--- src/design/tcsx_pkg.sv ---
`default_nettype none
package tcsx_pkg;
  localparam logic [1:0] ST_NEED = 2'd0;
  localparam logic [1:0] ST_MISSING = 2'd1;
  localparam logic [1:0] ST_FOUND = 2'd2;

  localparam logic [4:0] PH_TYPE = 5'd0;
  localparam logic [4:0] PH_VMAJ = 5'd1;
  localparam logic [4:0] PH_VMIN = 5'd2;
  localparam logic [4:0] PH_RLHI = 5'd3;
  localparam logic [4:0] PH_RLLO = 5'd4;
  localparam logic [4:0] PH_HTYPE = 5'd5;
  localparam logic [4:0] PH_HL0 = 5'd6;
  localparam logic [4:0] PH_HL1 = 5'd7;
  localparam logic [4:0] PH_HL2 = 5'd8;
  localparam logic [4:0] PH_RAND = 5'd9;
  localparam logic [4:0] PH_SIDL = 5'd10;
  localparam logic [4:0] PH_SID = 5'd11;
  localparam logic [4:0] PH_CSHI = 5'd12;
  localparam logic [4:0] PH_CSLO = 5'd13;
  localparam logic [4:0] PH_CS = 5'd14;
  localparam logic [4:0] PH_CML = 5'd15;
  localparam logic [4:0] PH_CM = 5'd16;
  localparam logic [4:0] PH_EXHI = 5'd17;
  localparam logic [4:0] PH_EXLO = 5'd18;
  localparam logic [4:0] PH_ETHI = 5'd19;
  localparam logic [4:0] PH_ETLO = 5'd20;
  localparam logic [4:0] PH_ELHI = 5'd21;
  localparam logic [4:0] PH_ELLO = 5'd22;
  localparam logic [4:0] PH_EXSKIP = 5'd23;
  localparam logic [4:0] PH_LSHI = 5'd24;
  localparam logic [4:0] PH_LSLO = 5'd25;
  localparam logic [4:0] PH_NT = 5'd26;
  localparam logic [4:0] PH_NLHI = 5'd27;
  localparam logic [4:0] PH_NLLO = 5'd28;
  localparam logic [4:0] PH_NSKIP = 5'd29;
  localparam logic [4:0] PH_HOST = 5'd30;
  localparam logic [4:0] PH_DONE = 5'd31;

  typedef struct packed {
    logic [7:0] data;
    logic first;
    logic last;
  } word_t;

  typedef struct packed {
    logic [1:0] status;
    logic [16:0] offset;
    logic [15:0] length;
  } result_t;
endpackage
`default_nettype wire

--- src/design/tcsx_front.sv ---
`default_nettype none
module tcsx_front #(
  parameter int DEPTH = 4
) (
  input wire clk,
  input wire rst,
  input wire in_valid,
  output logic in_ready,
  input wire [7:0] data_byte,
  input wire first_byte,
  input wire last_byte,
  output logic q_valid,
  input wire q_ready,
  output tcsx_pkg::word_t q_word
);
  import tcsx_pkg::*;
  localparam int AW = (DEPTH > 1) ? $clog2(DEPTH) : 1;
  word_t mem [DEPTH];
  logic [AW-1:0] wr_ptr, rd_ptr;
  logic [AW:0] count;
  logic push, pop;

  assign in_ready = (count != AW'(0) + (AW+1)'(DEPTH)) || q_ready;
  assign push = in_valid && in_ready;
  assign q_valid = count != '0;
  assign pop = q_valid && q_ready;
  assign q_word = mem[rd_ptr];

  always_ff @(posedge clk) begin
    if (push) begin
      mem[wr_ptr] <= '{data: data_byte, first: first_byte, last: last_byte};
    end
    if (rst) begin
      wr_ptr <= '0;
      rd_ptr <= '0;
      count <= '0;
    end else begin
      if (push) wr_ptr <= (wr_ptr == AW'(DEPTH - 1)) ? '0 : wr_ptr + 1'b1;
      if (pop) rd_ptr <= (rd_ptr == AW'(DEPTH - 1)) ? '0 : rd_ptr + 1'b1;
      count <= count + (AW+1)'(push) - (AW+1)'(pop);
    end
  end
endmodule
`default_nettype wire

--- src/design/tcsx_back.sv ---
`default_nettype none
module tcsx_back (
  input wire clk,
  input wire rst,
  input wire [16:0] max_window,
  input wire q_valid,
  output logic q_ready,
  input wire tcsx_pkg::word_t q_word,
  output logic out_valid,
  input wire out_ready,
  output tcsx_pkg::result_t out_res
);
  import tcsx_pkg::*;
  logic [16:0] bytes_seen, record_end_pos, ch_end_pos, ext_end, nl_end, host_start;
  logic [4:0] phase;
  logic [15:0] skip_rem, ext_kind, blank_len, dot_len, colon_pos;
  logic [23:0] fa;
  logic [7:0] entry_kind;
  logic [1:0] colon_count, held;
  logic port_nd, bracket, prev_blank, reported;

  logic [16:0] bytes_seen_next, record_end_pos_next, ch_end_pos_next, ext_end_next;
  logic [16:0] nl_end_next, host_start_next;
  logic [4:0] phase_next;
  logic [15:0] skip_rem_next, ext_kind_next, blank_len_next, dot_len_next, colon_pos_next;
  logic [23:0] fa_next;
  logic [7:0] entry_kind_next;
  logic [1:0] colon_count_next, held_next;
  logic port_nd_next, bracket_next, prev_blank_next, reported_next;
  logic emit;
  result_t res_next;

  logic [7:0] b;
  logic [16:0] pos, c, n;
  logic [15:0] v16, hl, sk;
  logic [23:0] v;
  logic [17:0] r_hello, r_ext, r_nl;
  logic herr, report, blank, fin, doskip;
  logic [1:0] st;
  logic [4:0] fin_ph;
  logic [16:0] len_sel;

  assign q_ready = !out_valid || out_ready;

  function automatic logic [17:0] room(input logic [16:0] e, input logic [16:0] cc);
    room = (e > cc) ? {1'b0, e - cc} : 18'd0;
  endfunction

  always_comb begin
    bytes_seen_next = bytes_seen; record_end_pos_next = record_end_pos;
    ch_end_pos_next = ch_end_pos; ext_end_next = ext_end; nl_end_next = nl_end;
    host_start_next = host_start; phase_next = phase; skip_rem_next = skip_rem;
    ext_kind_next = ext_kind; blank_len_next = blank_len; dot_len_next = dot_len;
    colon_pos_next = colon_pos; fa_next = fa; entry_kind_next = entry_kind;
    colon_count_next = colon_count; held_next = held; port_nd_next = port_nd;
    bracket_next = bracket; prev_blank_next = prev_blank; reported_next = reported;
    emit = 1'b0; res_next = '0; herr = 1'b0; report = 1'b0; st = ST_NEED;
    fin = 1'b0; fin_ph = PH_RAND; doskip = 1'b0; sk = '0;
    blank = 1'b0; len_sel = '0;
    b = q_word.data;
    if (q_word.first) begin
      bytes_seen_next = '0; record_end_pos_next = '0; ch_end_pos_next = '0;
      ext_end_next = '0; nl_end_next = '0; host_start_next = '0; phase_next = PH_TYPE;
      skip_rem_next = '0; ext_kind_next = '0; blank_len_next = '0; dot_len_next = '0;
      colon_pos_next = '0; fa_next = '0; entry_kind_next = '0; colon_count_next = '0;
      held_next = ST_NEED; port_nd_next = 1'b0; bracket_next = 1'b0;
      prev_blank_next = 1'b0; reported_next = 1'b0;
    end
    pos = bytes_seen_next;
    c = pos + 17'd1;
    n = c;
    v = {fa_next[15:0], b};
    v16 = v[15:0];
    hl = 16'(pos - host_start_next);
    r_hello = room(ch_end_pos_next, c);
    r_ext = room(ext_end_next, c);
    r_nl = room(nl_end_next, c);
    if (q_valid && q_ready && !reported_next) begin
      bytes_seen_next = n;
      case (phase_next)
        PH_TYPE: if (b != 8'h16) herr = 1'b1; else phase_next = PH_VMAJ;
        PH_VMAJ: if (b != 8'h03) herr = 1'b1; else phase_next = PH_VMIN;
        PH_VMIN: if (b > 8'h03) herr = 1'b1; else phase_next = PH_RLHI;
        PH_RLHI: begin fa_next = {16'd0, b}; phase_next = PH_RLLO; end
        PH_RLLO: begin
          if (v16 < 16'd4) herr = 1'b1;
          else begin
            record_end_pos_next = {1'b0, v16} + 17'd5;
            phase_next = PH_HTYPE;
          end
        end
        PH_HTYPE: if (b != 8'h01) begin held_next = ST_MISSING; phase_next = PH_DONE; end
                  else phase_next = PH_HL0;
        PH_HL0: begin fa_next = {16'd0, b}; phase_next = PH_HL1; end
        PH_HL1: begin fa_next = v; phase_next = PH_HL2; end
        PH_HL2: begin
          if (v < 24'd35 || ({7'd0, v} + 31'd4 > {14'd0, record_end_pos_next} - 31'd5)) begin
            held_next = ST_MISSING; phase_next = PH_DONE;
          end else begin
            ch_end_pos_next = 17'(v + 24'd9);
            skip_rem_next = 16'd34;
            phase_next = PH_RAND;
          end
        end
        PH_SIDL, PH_CML: begin
          if (r_hello < {10'd0, b} + 18'd2) begin held_next = ST_MISSING; phase_next = PH_DONE; end
          else begin
            doskip = 1'b1; sk = {8'd0, b};
            fin_ph = (phase_next == PH_SIDL) ? PH_SID : PH_CM;
          end
        end
        PH_CSHI, PH_EXHI, PH_ETHI, PH_ELHI, PH_LSHI, PH_NLHI: begin
          fa_next = {16'd0, b}; phase_next = phase_next + 5'd1;
        end
        PH_CSLO: begin
          if (r_hello < {2'd0, v16} + 18'd1) begin held_next = ST_MISSING; phase_next = PH_DONE; end
          else begin doskip = 1'b1; sk = v16; fin_ph = PH_CS; end
        end
        PH_EXLO: begin
          if (r_hello < {2'd0, v16}) begin held_next = ST_MISSING; phase_next = PH_DONE; end
          else begin
            ext_end_next = c + {1'b0, v16};
            if (room(c + {1'b0, v16}, c) < 18'd4) begin
              held_next = ST_MISSING; phase_next = PH_DONE;
            end else phase_next = PH_ETHI;
          end
        end
        PH_ETLO: begin ext_kind_next = v16; phase_next = PH_ELHI; end
        PH_ELLO: begin
          if (r_ext < {2'd0, v16}) begin held_next = ST_MISSING; phase_next = PH_DONE; end
          else if (ext_kind_next != 16'h0000) begin
            doskip = 1'b1; sk = v16; fin_ph = PH_EXSKIP;
          end else if (v16 < 16'd2) begin held_next = ST_MISSING; phase_next = PH_DONE; end
          else begin skip_rem_next = v16; phase_next = PH_LSHI; end
        end
        PH_LSLO: begin
          if (v16 > skip_rem_next - 16'd2) begin held_next = ST_MISSING; phase_next = PH_DONE; end
          else begin
            nl_end_next = c + {1'b0, v16};
            if (room(c + {1'b0, v16}, c) < 18'd3) begin
              held_next = ST_MISSING; phase_next = PH_DONE;
            end else phase_next = PH_NT;
          end
        end
        PH_NT: begin entry_kind_next = b; phase_next = PH_NLHI; end
        PH_NLLO: begin
          if (r_nl < {2'd0, v16}) begin held_next = ST_MISSING; phase_next = PH_DONE; end
          else if (entry_kind_next != 8'h00) begin
            doskip = 1'b1; sk = v16; fin_ph = PH_NSKIP;
          end else if (v16 == 16'd0) begin held_next = ST_MISSING; phase_next = PH_DONE; end
          else begin
            host_start_next = c; skip_rem_next = v16; fa_next = '0; phase_next = PH_HOST;
          end
        end
        PH_HOST: begin
          blank = (b == 8'h20) || (b == 8'h09) || (b == 8'h0D);
          if (hl == 16'd0) bracket_next = (b == 8'h5B);
          if (blank) prev_blank_next = 1'b1;
          else begin
            blank_len_next = hl + 16'd1;
            if (b == 8'h3A) begin
              if (colon_count_next == 2'd0) begin
                colon_pos_next = hl;
                fa_next = {8'd0, prev_blank_next ? hl : dot_len_next};
                colon_count_next = 2'd1;
              end else colon_count_next = 2'd2;
            end else if (colon_count_next == 2'd1) begin
              if (prev_blank_next || b < 8'h30 || b > 8'h39) port_nd_next = 1'b1;
            end
            if (b != 8'h2E) dot_len_next = hl + 16'd1;
            else if (prev_blank_next) dot_len_next = hl;
            prev_blank_next = 1'b0;
          end
          skip_rem_next = skip_rem_next - 16'd1;
          if (skip_rem_next == 16'd0) begin
            if (bracket_next) len_sel = {1'b0, blank_len_next};
            else if (colon_count_next == 2'd1 && colon_pos_next != 16'd0 &&
                     {1'b0, blank_len_next} > {1'b0, colon_pos_next} + 17'd1 && !port_nd_next)
              len_sel = {1'b0, fa_next[15:0]};
            else len_sel = {1'b0, dot_len_next};
            if (len_sel == 17'd0) held_next = ST_MISSING;
            else begin dot_len_next = len_sel[15:0]; held_next = ST_FOUND; end
            phase_next = PH_DONE;
          end
        end
        PH_RAND, PH_SID, PH_CS, PH_CM, PH_EXSKIP, PH_NSKIP: begin
          skip_rem_next = skip_rem_next - 16'd1;
          if (skip_rem_next == 16'd0) begin fin = 1'b1; fin_ph = phase_next; end
        end
        default: ;
      endcase
      if (doskip) begin
        if (sk == 16'd0) fin = 1'b1;
        else begin skip_rem_next = sk; phase_next = fin_ph; end
      end
      if (fin) begin
        case (fin_ph)
          PH_RAND: phase_next = PH_SIDL;
          PH_SID: phase_next = PH_CSHI;
          PH_CS: phase_next = PH_CML;
          PH_CM: phase_next = PH_EXHI;
          PH_EXSKIP: if (r_ext < 18'd4) begin held_next = ST_MISSING; phase_next = PH_DONE; end
                     else phase_next = PH_ETHI;
          default: if (r_nl < 18'd3) begin held_next = ST_MISSING; phase_next = PH_DONE; end
                   else phase_next = PH_NT;
        endcase
      end
      if (herr) begin st = ST_MISSING; report = 1'b1; end
      else if (record_end_pos_next != '0) begin
        if (n >= record_end_pos_next) begin
          st = (held_next == ST_NEED) ? ST_MISSING : held_next; report = 1'b1;
        end else if (n >= max_window) begin st = ST_MISSING; report = 1'b1; end
      end
      if (report) reported_next = 1'b1;
      emit = report || q_word.last;
      res_next.status = st;
      res_next.offset = (st == ST_FOUND) ? host_start_next : '0;
      res_next.length = (st == ST_FOUND) ? dot_len_next : '0;
    end
  end

  always_ff @(posedge clk) begin
    if (emit) out_res <= res_next;
    if (rst) begin
      out_valid <= 1'b0; phase <= PH_TYPE; reported <= 1'b0; held <= ST_NEED;
      bytes_seen <= '0; record_end_pos <= '0; ch_end_pos <= '0; ext_end <= '0;
      nl_end <= '0; host_start <= '0; skip_rem <= '0; ext_kind <= '0; blank_len <= '0;
      dot_len <= '0; colon_pos <= '0; fa <= '0; entry_kind <= '0; colon_count <= '0;
      port_nd <= 1'b0; bracket <= 1'b0; prev_blank <= 1'b0;
    end else begin
      if (q_valid && q_ready) begin
        bytes_seen <= bytes_seen_next; record_end_pos <= record_end_pos_next;
        ch_end_pos <= ch_end_pos_next; ext_end <= ext_end_next; nl_end <= nl_end_next;
        host_start <= host_start_next; skip_rem <= skip_rem_next; ext_kind <= ext_kind_next;
        blank_len <= blank_len_next; dot_len <= dot_len_next; colon_pos <= colon_pos_next;
        fa <= fa_next; entry_kind <= entry_kind_next; colon_count <= colon_count_next;
        port_nd <= port_nd_next; bracket <= bracket_next; prev_blank <= prev_blank_next;
        held <= held_next; phase <= phase_next; reported <= reported_next;
      end
      if (emit) out_valid <= 1'b1;
      else if (out_ready) out_valid <= 1'b0;
    end
  end
endmodule
`default_nettype wire

--- src/design/tls_client_hello_sni_extractor.sv ---
`default_nettype none
// Parses one TLS ClientHello per TCP payload, one byte a cycle, and reports the trimmed
// SNI host offset and length. Bytes go into a short queue of QUEUE_DEPTH words; the
// parser behind it takes one word a cycle while its output register can be loaded,
// so the sustained rate is one byte per cycle. A result is loaded into the output
// register at the edge at which its byte leaves the queue, so with an empty queue it
// is offered once the byte has passed the queue memory and then the output register.
// While a result waits, the parser stops and the queue fills; the input stalls once
// it holds QUEUE_DEPTH words. max_window resets to 16384 and is written through cfg_we.
module tls_client_hello_sni_extractor #(
  parameter int QUEUE_DEPTH = 4
) (
  input wire clk,
  input wire rst,
  input wire cfg_we,
  input wire [16:0] cfg_wdata,
  input wire in_valid,
  output logic in_ready,
  input wire [7:0] data_byte,
  input wire first_byte,
  input wire last_byte,
  output logic out_valid,
  input wire out_ready,
  output logic [1:0] status,
  output logic [16:0] host_offset,
  output logic [15:0] host_length
);
  import tcsx_pkg::*;
  logic [16:0] max_window;
  logic q_valid, q_ready;
  word_t q_word;
  result_t res;

  always_ff @(posedge clk) begin
    if (rst) max_window <= 17'd16384;
    else if (cfg_we) max_window <= cfg_wdata;
  end

  tcsx_front #(.DEPTH(QUEUE_DEPTH)) u_front (
    .clk, .rst, .in_valid, .in_ready, .data_byte, .first_byte, .last_byte,
    .q_valid, .q_ready, .q_word
  );

  tcsx_back u_back (
    .clk, .rst, .max_window, .q_valid, .q_ready, .q_word,
    .out_valid, .out_ready, .out_res(res)
  );

  assign status = res.status;
  assign host_offset = res.offset;
  assign host_length = res.length;
endmodule
`default_nettype wire
--- config.mk ---
export PLATFORM = sky130hd
export DESIGN_NAME = tls_client_hello_sni_extractor
export DESIGN_NICKNAME = d
export VERILOG_FILES = /design/src/design/tcsx_pkg.sv /design/src/design/tcsx_front.sv /design/src/design/tcsx_back.sv /design/src/design/tls_client_hello_sni_extractor.sv
export SDC_FILE = /design/constraint.sdc
export NUM_CORES = 2
export LEC_CHECK = 0
export ABC_AREA = 1
export ABC_CLOCK_PERIOD_IN_PS = 16140
export BUFFER_PORTS_ARGS = -buffer_cell sky130_fd_sc_hd__buf_2
export CORE_ASPECT_RATIO = 1.4
export CORE_MARGIN = 3
export CORE_UTILIZATION = 30
export DETAILED_ROUTE_END_ITERATION = 7
export PLACE_DENSITY_LB_ADDON = 0.12
export SLEW_MARGIN = 20
export SYNTH_ARGS = -nofsm -noshare
export SYNTH_HDL_FRONTEND = slang
export SYNTH_SLANG_ARGS = --single-unit
export TNS_END_PERCENT = 5
--- constraint.sdc ---
create_clock -name clk -period 16.14 [get_ports clk]
set_clock_uncertainty 0.05 [all_clocks]
set_input_delay 1.614 -clock clk [delete_from_list [all_inputs] [get_ports clk]]
set_output_delay 1.614 -clock clk [all_outputs]
set_load 0.01 [all_outputs]
==> impl_metrics.py <==
metrics = {
    "global_routing": {
        "grt-ovfl-total": 0,
        "first_global_vias": 31900,
        "grt_use_total_pct": 24.6,
        "antenna_found_initial": 0,
        "grt_pass1_wl_microns": 203000,
        "grt_max_degree": 119,
    },
    "floorplan": {
        "num_rows": 139,
        "die_area_sq_um": 108000,
        "die-height_microns": 388,
        "die_w_microns": 279,
        "start_util_pct": 30.4,
        "fp.coreArea_sq_um": 103000,
        "io_pins": 69,
    },
    "clock_tree": {
        "insertion_delay_ns": 0.64,
        "cts_root_buffer": "clkbuf_16",
        "postCtsHoldBufs": 0,
        "cts_tree": "built",
        "cts.sinks": 321,
        "clkTransAtPathRegs_ns": 0.06,
        "htree_levels": 2,
        "cts_setup_buffers": 0,
        "clockBufferDepth": 3,
        "numCtsBuffers": 43,
        "cts-resized-gates": 0,
    },
    "synth": {
        "yosys.area_share.xor_xnor_pct": 5.09,
        "synth_edf_count": 75,
        "synth_fa_ha_area_share_pct": 12.0,
        "async_flop_share_pct": 0,
        "synth_seq_cells": 321,
        "synth_cells": 4811,
        "synthFlopType": "dfxtp_1",
        "synth-seq-area-share_pct": 22.9,
        "synth_top_area_share_pct": 15.7,
        "ys_top_cells_by_area": "dfxtp_1 (16%), nand2_1 (12%), ha_1 (12%), inv_1 (7.7%), edfxtp_1 (7.2%)",
        "synthTopCellsByCount": "nand2_1 (992), inv_1 (640), nor2_1 (504)",
        "synth-simple-area-share_pct": 29.6,
        "synth_mux_area_share_pct": 0.0360,
        "synth_compound_area_share_pct": 19.5,
        "syn_avg_cell_area_sq_um": 6.51,
        "synth_cell_type_count": 75,
        "synth_top_family_by_area": "simple AND/OR/NAND/NOR gates",
        "syn_nets": 5139,
        "syn-cell-area_sq_um": 31300,
        "yosysMostFrequentCell": "nand2_1",
        "synth-warning-count": 0,
        "yosys.area.top_type": "dfxtp_1",
    },
    "worst_hold_path": {
        "min_from": "u_back.colon_pos[2]$_SDFFE_PP0P_",
        "min_to": "u_back.colon_pos[2]$_SDFFE_PP0P_",
        "hold_depth": 2,
        "hp-class": "reg2reg",
    },
    "critical_path": {
        "path_max_fanout": 64,
        "criticalPathCategory": "reg2reg",
        "r2r_cells": 50,
        "required_ns": 16.45,
        "max_stage_delay_ns": 0.80,
        "critPathArrivalTime_ns": 12.46,
        "crit_top_cell": "nand2_1",
        "crit_path_end_kind": "flip-flop",
        "slowest_stage": "a2111oi_0",
        "crit_path_start_kind": "flip-flop",
        "rr_endpoint": "u_back.out_res[16]$_SDFFCE_PN0P_",
        "rrSetupSlack_ns": 3.99,
    },
    "timing": {
        "worst_pin_slew_ns": 1.07,
        "slew_viol_final": 0,
        "max_slew_margin_pct": 28.7,
        "setup_viol": 0,
        "hold_viol_final": 0,
        "tns_ns": 0,
        "max_clock_freq_ghz": 0.0823,
        "period_share_pct": 75.3,
        "fin_crit_ns": 12.15,
        "rsz0062_at_grt": "false",
    },
    "layout": {
        "area_growth_pct": 9.91,
        "drive_above_1_share_pct": 7.45,
        "n_antenna_cell": 0,
        "finalNetCount": 5123,
    },
    "routing": {
        "routedWlPerCell_microns": 22.2,
        "wl_microns": 137000,
        "num_vias": 32700,
        "drtIter0Drc": 2171,
        "drcViolationCount": 0,
        "ant_nets": 0,
        "routed_via_density": 5.30,
        "firstDrtPassIters": 7,
    },
    "placement": {
        "routabilityCongestion": 0.945,
        "numPortBuffers": 68,
        "hpwl_microns": 102000,
    },
    "flow_run": {
        "maxCapViolations": 0,
    },
    "run_status": {
        "status": "completed",
    },
}
## layer usage
layer | global-route usage, % | part of all wire [%] | up-vias
li1 | - | - | 16100
met1 | 27.5 | 39 | 15400
met2 | 45.8 | 51 | 887
met3 | 2.37 | 3.8 | 303
met4 | 12.7 | 5.9 | 0
met5 | 0 | 0 | -
## state kept, by name, indices dropped and copies added, names as in the netlist, 3 cells and up, named ones only
name and count:
u_back.skip_rem 16, u_back.fa 16, u_back.phase 5, u_back.dot_len 16
u_back.out_res 35, u_front.mem 40, u_back.nl_end 17, u_back.colon_pos 16
u_back.bytes_seen 17, u_back.ch_end_pos 17, u_back.entry_kind 8, u_back.ext_end 17
u_back.host_start 17, max_window 17, u_back.blank_len 16, u_back.record_end_pos 17
u_front.count 3, u_back.ext_kind 16
## how the worst max path moves through the flow
| stage | cells after the start | to | slack [ns] | start |
|---|---|---|---|---|
| 3_5_place_dp | 50 | u_back.out_res[16]$_SDFFCE_PN0P_ | 4.04 | flip-flop |
| 3_3_place_gp | 50 | u_back.out_res[16]$_SDFFCE_PN0P_ | 4.30 | flip-flop |
| 5_1_grt | 50 | u_back.out_res[17]$_SDFFCE_PN0P_ | 2.98 | flip-flop |
| 6_report | 50 | u_back.out_res[16]$_SDFFCE_PN0P_ | 3.99 | flip-flop |
| 2_1_floorplan | 66 | u_back.out_res[26]$_SDFFCE_PN0P_ | 7.65 | flip-flop |
| 4_1_cts | 50 | u_back.out_res[16]$_SDFFCE_PN0P_ | 4.05 | flip-flop |
## cells in the final DEF, fill, tap and decap left out, drive strengths merged, types with 6 or more instances in the layout
| cell | n |
|---|---|
| a2111oi | 6 |
| a211oi | 18 |
| a21o | 11 |
| a21oi | 416 |
| a221oi | 8 |
| a22oi | 18 |
| a311oi | 11 |
| a31oi | 38 |
| buf | 125 |
| bufinv | 6 |
| clkbuf | 50 |
| clkinv | 29 |
| dfxtp | 246 |
| edfxtp | 75 |
| fa | 7 |
| ha | 289 |
| inv | 666 |
| nand2 | 1026 |
| nand3 | 274 |
| nand3b | 12 |
| nand4 | 86 |
| nor2 | 563 |
| nor3 | 82 |
| nor4 | 24 |
| o2111ai | 7 |
| o211ai | 62 |
| o21ai | 363 |
| o21bai | 10 |
| o221ai | 41 |
| o22ai | 21 |
| o311ai | 6 |
| o31ai | 8 |
| or2 | 13 |
| xnor2 | 31 |
| xor2 | 150 |
## through the flow
step                utilization, %  cells  cell area (sq um)  hold WS [ns]  worst slack (ns)
floorplan                        -   4811              31300         0.385              7.65
global placement              32.0   6089              33000         0.399              4.30
detailed placement            32.0   6089              33000         0.405              4.04
CTS                           33.4   6169              34400         0.415              4.05
global route                  33.4   6169              34400         0.430              2.98
finish                        33.4   6169              34400         0.414              3.99
## layout make-up
cell class                      count  area, sq um
Sequential cell                   321         7180
Tap cell                         1339         1680
Clock inverter                     30          352
Timing Repair Buffer              125          783
Inverter                          675         2550
Fill cell                       11400        68700
Clock buffer                       50         1110
Multi-Input combinational cell   3629        20800
## worst max-delay path: cells and delay by family, from the launching register on
family,cells,cell delay [ns]
xor gates and xnor gates,1,0.61
DFF,1,0.76
buffers and inverters,7,2.40
adders and majority gates,2,0.78
AOI/OAI and AO/OA,7,1.63
and+or+nand+nor,33,5.49
## cell families after synthesis
logic type,after synthesis
multiplexers,1
adder cells (fa/ha/maj),296
flip-flops,321
AO/OA/AOI/OAI,1062
XOR/XNOR,181
buffers and inverters,861
AND/OR/NAND/NOR,2089
Power is not shown: default switching activity piles up to over one toggle a cycle in this logic, so the estimate is an artifact.
